`config.mk`:
```
export PLATFORM = sky130hd
export DESIGN_NAME = io_sample_frame_parser_top
export DESIGN_NICKNAME = d
export VERILOG_FILES = /design/src/hw/rtl/iosfp_pkg.sv /design/src/hw/rtl/iosfp_track.sv /design/src/hw/rtl/iosfp_close.sv /design/src/hw/rtl/io_sample_frame_parser_top.sv
export SDC_FILE = /design/constraint.sdc
export NUM_CORES = 1
export LEC_CHECK = 0
export BUFFER_PORTS_ARGS = -buffer_cell sky130_fd_sc_hd__buf_4
export CORE_ASPECT_RATIO = 1.25
export CORE_MARGIN = 1.5
export CORE_UTILIZATION = 40
export DETAILED_ROUTE_END_ITERATION = 8
export SLEW_MARGIN = 25
export SYNTH_ARGS = -nofsm -noshare
export SYNTH_HDL_FRONTEND = slang
export SYNTH_HIERARCHICAL = 1
export SYNTH_SLANG_ARGS = --single-unit
```
`constraint.sdc`:
```
create_clock -name clk -period 17.17 [get_ports clk]
set_input_delay 3.434 -clock clk [delete_from_list [all_inputs] [get_ports clk]]
set_output_delay 3.434 -clock clk [all_outputs]
set_load 0.02 [all_outputs]
```
`src/hw/rtl/iosfp_pkg.sv`:
```
package iosfp_pkg;

  localparam int MAX_FRAME        = 128;
  localparam int DIGITAL_CHANNELS = 16;
  localparam int ANALOG_CHANNELS  = 8;
  localparam int NUM_SLOTS        = 8;

  localparam logic [7:0] DELIM             = 8'h7E;
  localparam logic [7:0] KIND_IO_SAMPLE    = 8'h92;
  localparam logic [7:0] CHECK_BASE        = 8'hFF;
  localparam logic [7:0] BASE_WITH_DIGITAL = 8'd21;
  localparam logic [7:0] BASE_NO_DIGITAL   = 8'd19;
  localparam logic [7:0] POS_KIND          = 8'd3;
  localparam logic [7:0] POS_DMASK_HI      = 8'd16;
  localparam logic [7:0] POS_DMASK_LO      = 8'd17;
  localparam logic [7:0] POS_AMASK         = 8'd18;
  localparam logic [7:0] POS_DLEVEL_HI     = 8'd19;
  localparam logic [7:0] POS_DLEVEL_LO     = 8'd20;
  localparam logic [7:0] POS_LIMIT         = 8'hFF;
  localparam logic [7:0] SLOT_SPAN         = 8'd16;

  localparam logic [15:0] DIG_KEEP = 16'((32'd1 << DIGITAL_CHANNELS) - 32'd1);
  localparam logic [7:0]  ANA_KEEP = 8'((32'd1 << ANALOG_CHANNELS) - 32'd1);

  typedef logic [NUM_SLOTS-1:0][15:0] slot_arr_t;

  typedef struct packed {
    logic        open;
    logic [7:0]  pos;
    logic [7:0]  sum;
    logic [7:0]  last;
    logic [7:0]  kind;
    logic [15:0] dmask;
    logic [15:0] dlevel;
    logic [7:0]  amask;
  } frame_t;

  typedef struct packed {
    logic [15:0] digital_mask;
    logic [15:0] digital_levels;
    logic [7:0]  analog_mask;
    slot_arr_t   analog;
  } res_t;

endpackage

```
`src/hw/rtl/iosfp_track.sv`:
```
module iosfp_track
  import iosfp_pkg::*;
(
  input  logic       clk,
  input  logic       rst,
  input  logic       step,
  input  logic [7:0] data,
  output frame_t     frame,
  output slot_arr_t  slots
);

  logic [7:0] pos_next;
  logic       store_en;
  logic [7:0] base;
  logic [7:0] off;
  logic       in_window;

  always_comb begin
    pos_next  = (frame.pos != POS_LIMIT) ? frame.pos + 8'd1 : frame.pos;
    store_en  = (frame.pos != POS_LIMIT) && ({1'b0, pos_next} < 9'(MAX_FRAME));
    base      = (frame.dmask != '0) ? BASE_WITH_DIGITAL : BASE_NO_DIGITAL;
    off       = pos_next - base;
    in_window = (pos_next >= base) && (pos_next < base + SLOT_SPAN);
  end

  always_ff @(posedge clk) begin
    if (rst) begin
      frame <= '0;
      slots <= '0;
    end else if (step) begin
      if (data == DELIM) begin
        frame.open   <= 1'b1;
        frame.pos    <= '0;
        frame.sum    <= '0;
        frame.last   <= DELIM;
        frame.kind   <= '0;
        frame.dmask  <= '0;
        frame.dlevel <= '0;
        frame.amask  <= '0;
        slots        <= '0;
      end else if (frame.open) begin
        frame.pos  <= pos_next;
        frame.last <= data;
        if (pos_next >= POS_KIND) begin
          frame.sum <= frame.sum + data;
        end
        if (store_en) begin
          if (pos_next == POS_KIND)      frame.kind         <= data;
          if (pos_next == POS_DMASK_HI)  frame.dmask[15:8]  <= data;
          if (pos_next == POS_DMASK_LO)  frame.dmask[7:0]   <= data;
          if (pos_next == POS_AMASK)     frame.amask        <= data;
          if (pos_next == POS_DLEVEL_HI) frame.dlevel[15:8] <= data;
          if (pos_next == POS_DLEVEL_LO) frame.dlevel[7:0]  <= data;
          if (in_window) begin
            if (off[0] == 1'b0) begin
              slots[off[3:1]][15:8] <= data;
            end else begin
              slots[off[3:1]][7:0] <= data;
            end
          end
        end
      end
    end
  end

endmodule

```
`src/hw/rtl/iosfp_close.sv`:
```
module iosfp_close
  import iosfp_pkg::*;
(
  input  frame_t    frame,
  input  slot_arr_t slots,
  output logic      ok,
  output res_t      res
);

  logic [7:0] body;
  logic [7:0] expect_sum;
  logic [7:0] amask;
  logic [2:0] j;

  always_comb begin
    body       = frame.sum - frame.last;
    expect_sum = CHECK_BASE - body;
    ok = frame.open && (frame.kind == KIND_IO_SAMPLE) && (frame.pos != '0) &&
         (expect_sum == frame.last);

    amask              = frame.amask & ANA_KEEP;
    res.digital_mask   = frame.dmask & DIG_KEEP;
    res.digital_levels = frame.dlevel & frame.dmask & DIG_KEEP;
    res.analog_mask    = amask;
    j = '0;
    for (int i = 0; i < NUM_SLOTS; i++) begin
      if (amask[i]) begin
        res.analog[i] = slots[j];
        j = j + 3'd1;
      end else begin
        res.analog[i] = '0;
      end
    end
  end

endmodule

```
`src/hw/rtl/io_sample_frame_parser_top.sv`:
```
// Parses a received byte stream into I/O sample frames. One byte is taken per
// item and a new byte can be accepted on every cycle unless the input stalls
// as described below; a byte passes an input register and updates the frame
// state, and a closing delimiter then loads the result register, from which
// the result is offered. Input stalls only when a delimiter waits on a result
// register that has not yet been taken; other bytes pass regardless of
// res_ready. A result is given only for a frame of type 0x92 with a good
// checksum; frames still open and bytes before the first delimiter give
// nothing.
module io_sample_frame_parser_top
  import iosfp_pkg::*;
(
  input  logic        clk,
  input  logic        rst,
  input  logic        rx_valid,
  output logic        rx_ready,
  input  logic [7:0]  rx_byte,
  output logic        res_valid,
  input  logic        res_ready,
  output logic [15:0] digital_mask,
  output logic [15:0] digital_levels,
  output logic [7:0]  analog_mask,
  output logic [15:0] analog_ch0,
  output logic [15:0] analog_ch1,
  output logic [15:0] analog_ch2,
  output logic [15:0] analog_ch3,
  output logic [15:0] analog_ch4,
  output logic [15:0] analog_ch5,
  output logic [15:0] analog_ch6,
  output logic [15:0] analog_ch7
);

  logic       in_valid;
  logic [7:0] in_byte;
  logic       in_delim;
  logic       advance;
  frame_t     frame;
  slot_arr_t  slots;
  logic       close_ok;
  res_t       close_res;
  res_t       res;

  assign in_delim = (in_byte == DELIM);
  assign advance  = in_valid && (!in_delim || !res_valid || res_ready);
  assign rx_ready = !in_valid || advance;

  always_ff @(posedge clk) begin
    if (rst) begin
      in_valid <= 1'b0;
    end else if (rx_ready) begin
      in_valid <= rx_valid;
    end
  end

  always_ff @(posedge clk) begin
    if (rx_ready && rx_valid) begin
      in_byte <= rx_byte;
    end
  end

  iosfp_track u_track (
    .clk   (clk),
    .rst   (rst),
    .step  (advance),
    .data  (in_byte),
    .frame (frame),
    .slots (slots)
  );

  iosfp_close u_close (
    .frame (frame),
    .slots (slots),
    .ok    (close_ok),
    .res   (close_res)
  );

  // result register
  always_ff @(posedge clk) begin
    if (rst) begin
      res_valid <= 1'b0;
    end else if (advance && in_delim) begin
      res_valid <= close_ok;
    end else if (res_ready) begin
      res_valid <= 1'b0;
    end
  end

  always_ff @(posedge clk) begin
    if (advance && in_delim && close_ok) begin
      res <= close_res;
    end
  end

  assign digital_mask   = res.digital_mask;
  assign digital_levels = res.digital_levels;
  assign analog_mask    = res.analog_mask;
  assign analog_ch0     = res.analog[0];
  assign analog_ch1     = res.analog[1];
  assign analog_ch2     = res.analog[2];
  assign analog_ch3     = res.analog[3];
  assign analog_ch4     = res.analog[4];
  assign analog_ch5     = res.analog[5];
  assign analog_ch6     = res.analog[6];
  assign analog_ch7     = res.analog[7];

endmodule

```
==> flow_summary_export.csv, run 1 <==
group,metric,value,unit
place,place_inst,2397,
critical_path,regToRegSetupSlack,9.58,ns
sta,hold_viol_final,0,
cells_and_area,n_antenna_cell,0,
clock_network,cts_tree,"yes",
place,post-dp-hpwl,45600,um
critical_path,crit_type,"reg2reg",
critical_path,cp.arrival,7.99,ns
clock_network,ctsHoldBuffers,0,
pwr,p_leak,8.21,nW
pwr,comb_power_share,0.025,
grt,grt_pass1_vias,15200,
critical_path,required,17.57,ns
cells_and_area,final_common_cell,"buf_4",
clock_network,cts.clk_slew.worst_paths,0.06,ns
drt,drt-pass1-iter-count,7,
cells_and_area,layout.cells.non_filler,2471,
drt,drt-vias-per-instance,6.15,
sta,drv_slew,0,
drt,via_count,15200,
sta,slew_headroom,0.342,
clock_network,numCtsBuffers,41,
logic_synthesis,synth_warnings,6,
sta,report.final.setup_viol,0,
floorplan,core-area,50600,um^2
critical_path,rr_startpoint,"u_track/frame[1]",
cells_and_area,syn_to_final_growth,14.9,%
clock_network,cts-root-buf,"clkbuf_16",
drt,drtIter0Drc,1572,
clock_network,h-tree-depth,2,
critical_path,crit_fanout,34,
pwr,clkPwrFrac,0.477,
cells_and_area,largest-register,"u_track/slots",
sta,fin_crit_sh,0.442,
floorplan,die_y,257,um
cells_and_area,largest_register_ffs,128,
critical_path,crit_path_start,"u_track/frame[1]",
critical_path,critPathCaptureType,"flip-flop",
floorplan,num_rows,92,
outcome,status,"finished clean",
pwr,p_int,1.46,mW
drt,post_drt_wl_per_cell,25.5,um
cells_and_area,nNetsFinal,1817,
critical_path,ff2ff_path_depth,20,
pwr,powerDensity,79.3,nW/um^2
grt,grt_pass1_wl,95400,um
pwr,swShare,0.225,
floorplan,io_pins,182,
flow_run,cap_violations,0,
grt,antenna_found_initial,1,
logic_synthesis,synth_area_per_cell,12.3,um^2
critical_path,cp-start-kind,"flip-flop",
floorplan,die_w,206,um
cells_and_area,drive_above_1_share,0.275,
floorplan,die_area,53000,um^2
grt,grt_max_degree,168,
place,gp_congestion,0.888,
pwr,p_seq_frac,0.498,
clock_network,clk-insertion-delay-late,0.60,ns
cells_and_area,final_cell_mix,"buf_4 (213), dfxtp_1 (201), edfxtp_1 (176)",
grt,grt_util_all_layers,0.236,
critical_path,timing.critical_path.to,"analog_ch7[11]",
logic_synthesis,synth_area,20600,um^2
sta,fmax,132,MHz
logic_synthesis,syn-instance-count,1675,
critical_path,reg2reg_to,"analog_ch7[11]",
logic_synthesis,syn_nets,1710,
worst_hold_path,holdCritPathClass,"reg2reg",
sta,setup_tns,0,ns
grt,overflow,0,
drt,ant_nets,0,
place,portBuffers,181,
clock_network,clock_path_buffers,3,
clock_network,cts_resized,0,
sta,tightest_slew,0.985,ns
sta,finClkSkew,0.0268,ns
sta,rsz0062_at_grt,"false",
clock_network,postCtsSetupRepairBufs,0,
sta,min_period,7.59,ns
drt,drt_wl_total,63100,um
cells_and_area,reg.largest.list,"u_track/slots x128, u_track/frame x72",
clock_network,clock-sinks,378,
drt,drc_errors,0,
pwr,ir_drop,56.1,uV
pwr,p_sw,0.422,mW
floorplan,initial_core_util,0.407,
## through the flow
stage / area (um^2) / hold WS, ns / total power [mW] / setup slack, ns / util
floorplan: 20600 / 0.432 / 0.981 / 3.78 / -
global placement: 22300 / 0.440 / 1.00 / 9.68 / 0.440
detailed placement: 22300 / 0.446 / 1.00 / 9.64 / 0.441
CTS: 23700 / 0.454 / 1.90 / 9.60 / 0.468
global route: 23700 / 0.474 / 1.93 / 8.97 / 0.468
finish: 23700 / 0.456 / 1.88 / 9.58 / 0.468
## worst min-delay path by stage
stage / slack (ns) / endpoint / cells past startpoint / start
floorplan: 0.43 / u_track/frame[48] / 2 / u_track/frame[48]
global placement: 0.44 / u_track/frame[48] / 2 / u_track/frame[48]
detailed placement: 0.45 / u_track/frame[48] / 2 / u_track/frame[48]
CTS: 0.45 / u_track/frame[48] / 2 / u_track/frame[48]
global route: 0.47 / u_track/frame[48] / 2 / u_track/frame[48]
finish: 0.46 / u_track/frame[48] / 2 / u_track/frame[48]
## power groups by stage
stage                     combinational (mW)  sequential, mW  clock (mW)
after detailed placement              0.0464           0.956           0
after global routing                  0.0487           0.936       0.949
after floorplan                       0.0229           0.959           0
after CTS                             0.0466           0.937       0.918
after global placement                0.0459           0.956           0
final                                 0.0465           0.937       0.897
## worst max-delay path, stage by stage, from the launching register on
cell	delay, ns
dfxtp_1	0.38
clkinv_1	0.42
ha_1	0.46
buf_4	0.32
xor2_2	0.16
buf_4	0.35
ha_1	0.31
mux2_2	0.59
ha_1	0.44
mux2_2	0.72
ha_1	0.36
nand2b_1	0.15
o31ai_1	0.14
and2_1	0.41
inv_1	0.07
buf_4	0.28
ha_1	0.37
nand2b_1	0.22
o21ai_1	0.72
a222oi_1	0.26
o22ai_1	0.21
## layout make-up
class	instances	area, um^2
Clock buffer	52	1110
Clock inverter	22	244
Sequential cell	378	9330
Timing Repair Buffer	215	1650
Inverter	32	123
Fill cell	4595	26900
Multi-Input combinational cell	1114	10400
Tap cell	658	823
## layer usage
layer | wire (um) | up-vias | global-route usage
met5 | 9 | - | 0
met4 | 2450 | 2 | 0.0948
met3 | 4160 | 132 | 0.0342
met2 | 30700 | 715 | 0.393
met1 | 25700 | 7622 | 0.308
li1 | - | 6714 | -
Note: power is estimated with default switching activity, not from simulation.
==> run 2: changes to the inputs <==
clock period = 7.6 ns   (was 17.17 ns; I/O delays follow)
==> flow_summary_export.csv, run 2 (same netlist as run 1, synthesis figures left out) <==
group,metric,value,unit
grt,overflow,0,
cells_and_area,largest-register,"u_track/slots",
sta,fmax,149,MHz
drt,via_count,15200,
clock_network,cts-root-buf,"clkbuf_16",
place,post-dp-hpwl,47100,um
grt,grt_max_degree,112,
pwr,swShare,0.221,
clock_network,h-tree-depth,2,
drt,drt-vias-per-instance,6.16,
cells_and_area,reg.largest.list,"u_track/slots x128, u_track/frame x72",
place,gp_congestion,0.891,
floorplan,num_rows,92,
grt,grt_util_all_layers,0.243,
floorplan,die_area,53000,um^2
sta,slew_headroom,0.307,
cells_and_area,drive_above_1_share,0.279,
sta,hold_viol_final,0,
sta,report.final.setup_viol,0,
clock_network,clock_path_buffers,3,
drt,drtIter0Drc,1699,
cells_and_area,syn_to_final_growth,15.2,%
pwr,p_seq_frac,0.494,
sta,min_period,6.72,ns
outcome,status,"finished clean",
clock_network,numCtsBuffers,40,
clock_network,clock-sinks,378,
drt,drt_wl_total,64900,um
flow_run,cap_violations,0,
grt,grt_pass1_vias,15000,
drt,drt-pass1-iter-count,8,
sta,drv_slew,0,
pwr,p_leak,8.41,nW
cells_and_area,final_common_cell,"buf_4",
cells_and_area,largest_register_ffs,128,
floorplan,die_y,257,um
critical_path,crit_fanout,34,
clock_network,cts_resized,0,
critical_path,critPathCaptureType,"flip-flop",
sta,finClkSkew,0.0220,ns
pwr,p_sw,0.945,mW
clock_network,postCtsSetupRepairBufs,0,
critical_path,crit_type,"reg2reg",
drt,ant_nets,0,
pwr,ir_drop,118,uV
floorplan,die_w,206,um
pwr,total_power,4.29,mW
clock_network,clk-insertion-delay-late,0.59,ns
floorplan,io_pins,182,
cells_and_area,n_antenna_cell,0,
pwr,comb_power_share,0.025,
critical_path,required,7.98,ns
sta,setup_tns,0,ns
pwr,clkPwrFrac,0.482,
drt,post_drt_wl_per_cell,26.2,um
pwr,powerDensity,180,nW/um^2
sta,rsz0062_at_grt,"false",
critical_path,cp-start-kind,"flip-flop",
worst_hold_path,holdCritPathClass,"reg2reg",
critical_path,cp.arrival,7.10,ns
sta,tightest_slew,1.04,ns
cells_and_area,nNetsFinal,1819,
place,portBuffers,181,
clock_network,ctsHoldBuffers,0,
sta,fin_crit_sh,0.885,
cells_and_area,final_cell_mix,"buf_4 (216), dfxtp_1 (200), edfxtp_1 (176)",
floorplan,core-area,50600,um^2
grt,grt_pass1_wl,97300,um
clock_network,cts.clk_slew.worst_paths,0.07,ns
grt,antenna_found_initial,0,
floorplan,initial_core_util,0.407,
pwr,p_int,3.34,mW
drt,drc_errors,0,
clock_network,cts_tree,"yes",
run 2: worst paths after layout:
| path | from | endpoint | slack [ns] | cells past startpoint |
|---|---|---|---|---|
| worst min-delay path | u_track/frame[0] | analog_mask[0] | 0.45 | 0 |
| worst max-delay path | u_track/frame[1] | analog_ch7[15] | 0.88 | 20 |
| worst min register to register | u_track/frame[0] | analog_mask[0] | 0.45 | 0 |
| worst max register to register | u_track/frame[1] | analog_ch7[15] | 0.88 | 20 |
run 2: layout make-up:
cell class                 instances  area, um^2
multi-input combinational       1114       10400
inverter                          32         123
clock inverter                    24         265
clock buffer                      50        1120
tap                              658         823
timing repair buffer             218        1670
fill                            4569       26900
sequential                       378        9330
run 2: routing by layer:
metal  share of wire  global-route usage
met1            0.40               0.312
met2            0.49               0.403
met3           0.064              0.0357
met4           0.048               0.114
met5               0                   0
run 2: critical path: stages, from the launching register on:
cell and delay [ns]:
dfxtp_1 0.38, clkinv_1 0.44, ha_1 0.47, buf_4 0.33, xor2_2 0.16, buf_4 0.34, ha_1 0.31, mux2_2 0.26
buf_4 0.27, ha_1 0.36, mux2_2 0.29, ha_1 0.27, nand2b_1 0.14, o31ai_1 0.12, and2_1 0.43, inv_1 0.11
ha_1 0.32, nand2b_1 0.21, o21ai_1 0.73, a222oi_1 0.29, o22ai_1 0.24
run 2: power groups by stage:
stage	registers [mW]	logic (mW)	clock network, mW
floorplan	2.17	0.0519	0
global placement	2.16	0.104	0
detailed placement	2.16	0.105	0
CTS	2.12	0.105	2.11
global route	2.11	0.110	2.18
finish	2.12	0.106	2.06
run 2: per-stage QoR:
stage | setup WS, ns | area [um^2] | utilization | hold slack [ns] | instances
5_1_grt | 0.415 | 23800 | 0.470 | 0.455 | 2474
3_5_place_dp | 0.970 | 22400 | 0.441 | 0.430 | 2399
6_report | 0.878 | 23800 | 0.470 | 0.449 | 2474
2_1_floorplan | -0.0831 | 20700 | - | 0.432 | 1675
3_3_place_gp | 1.25 | 22400 | 0.441 | 0.420 | 2399
4_1_cts | 0.939 | 23700 | 0.469 | 0.444 | 2473
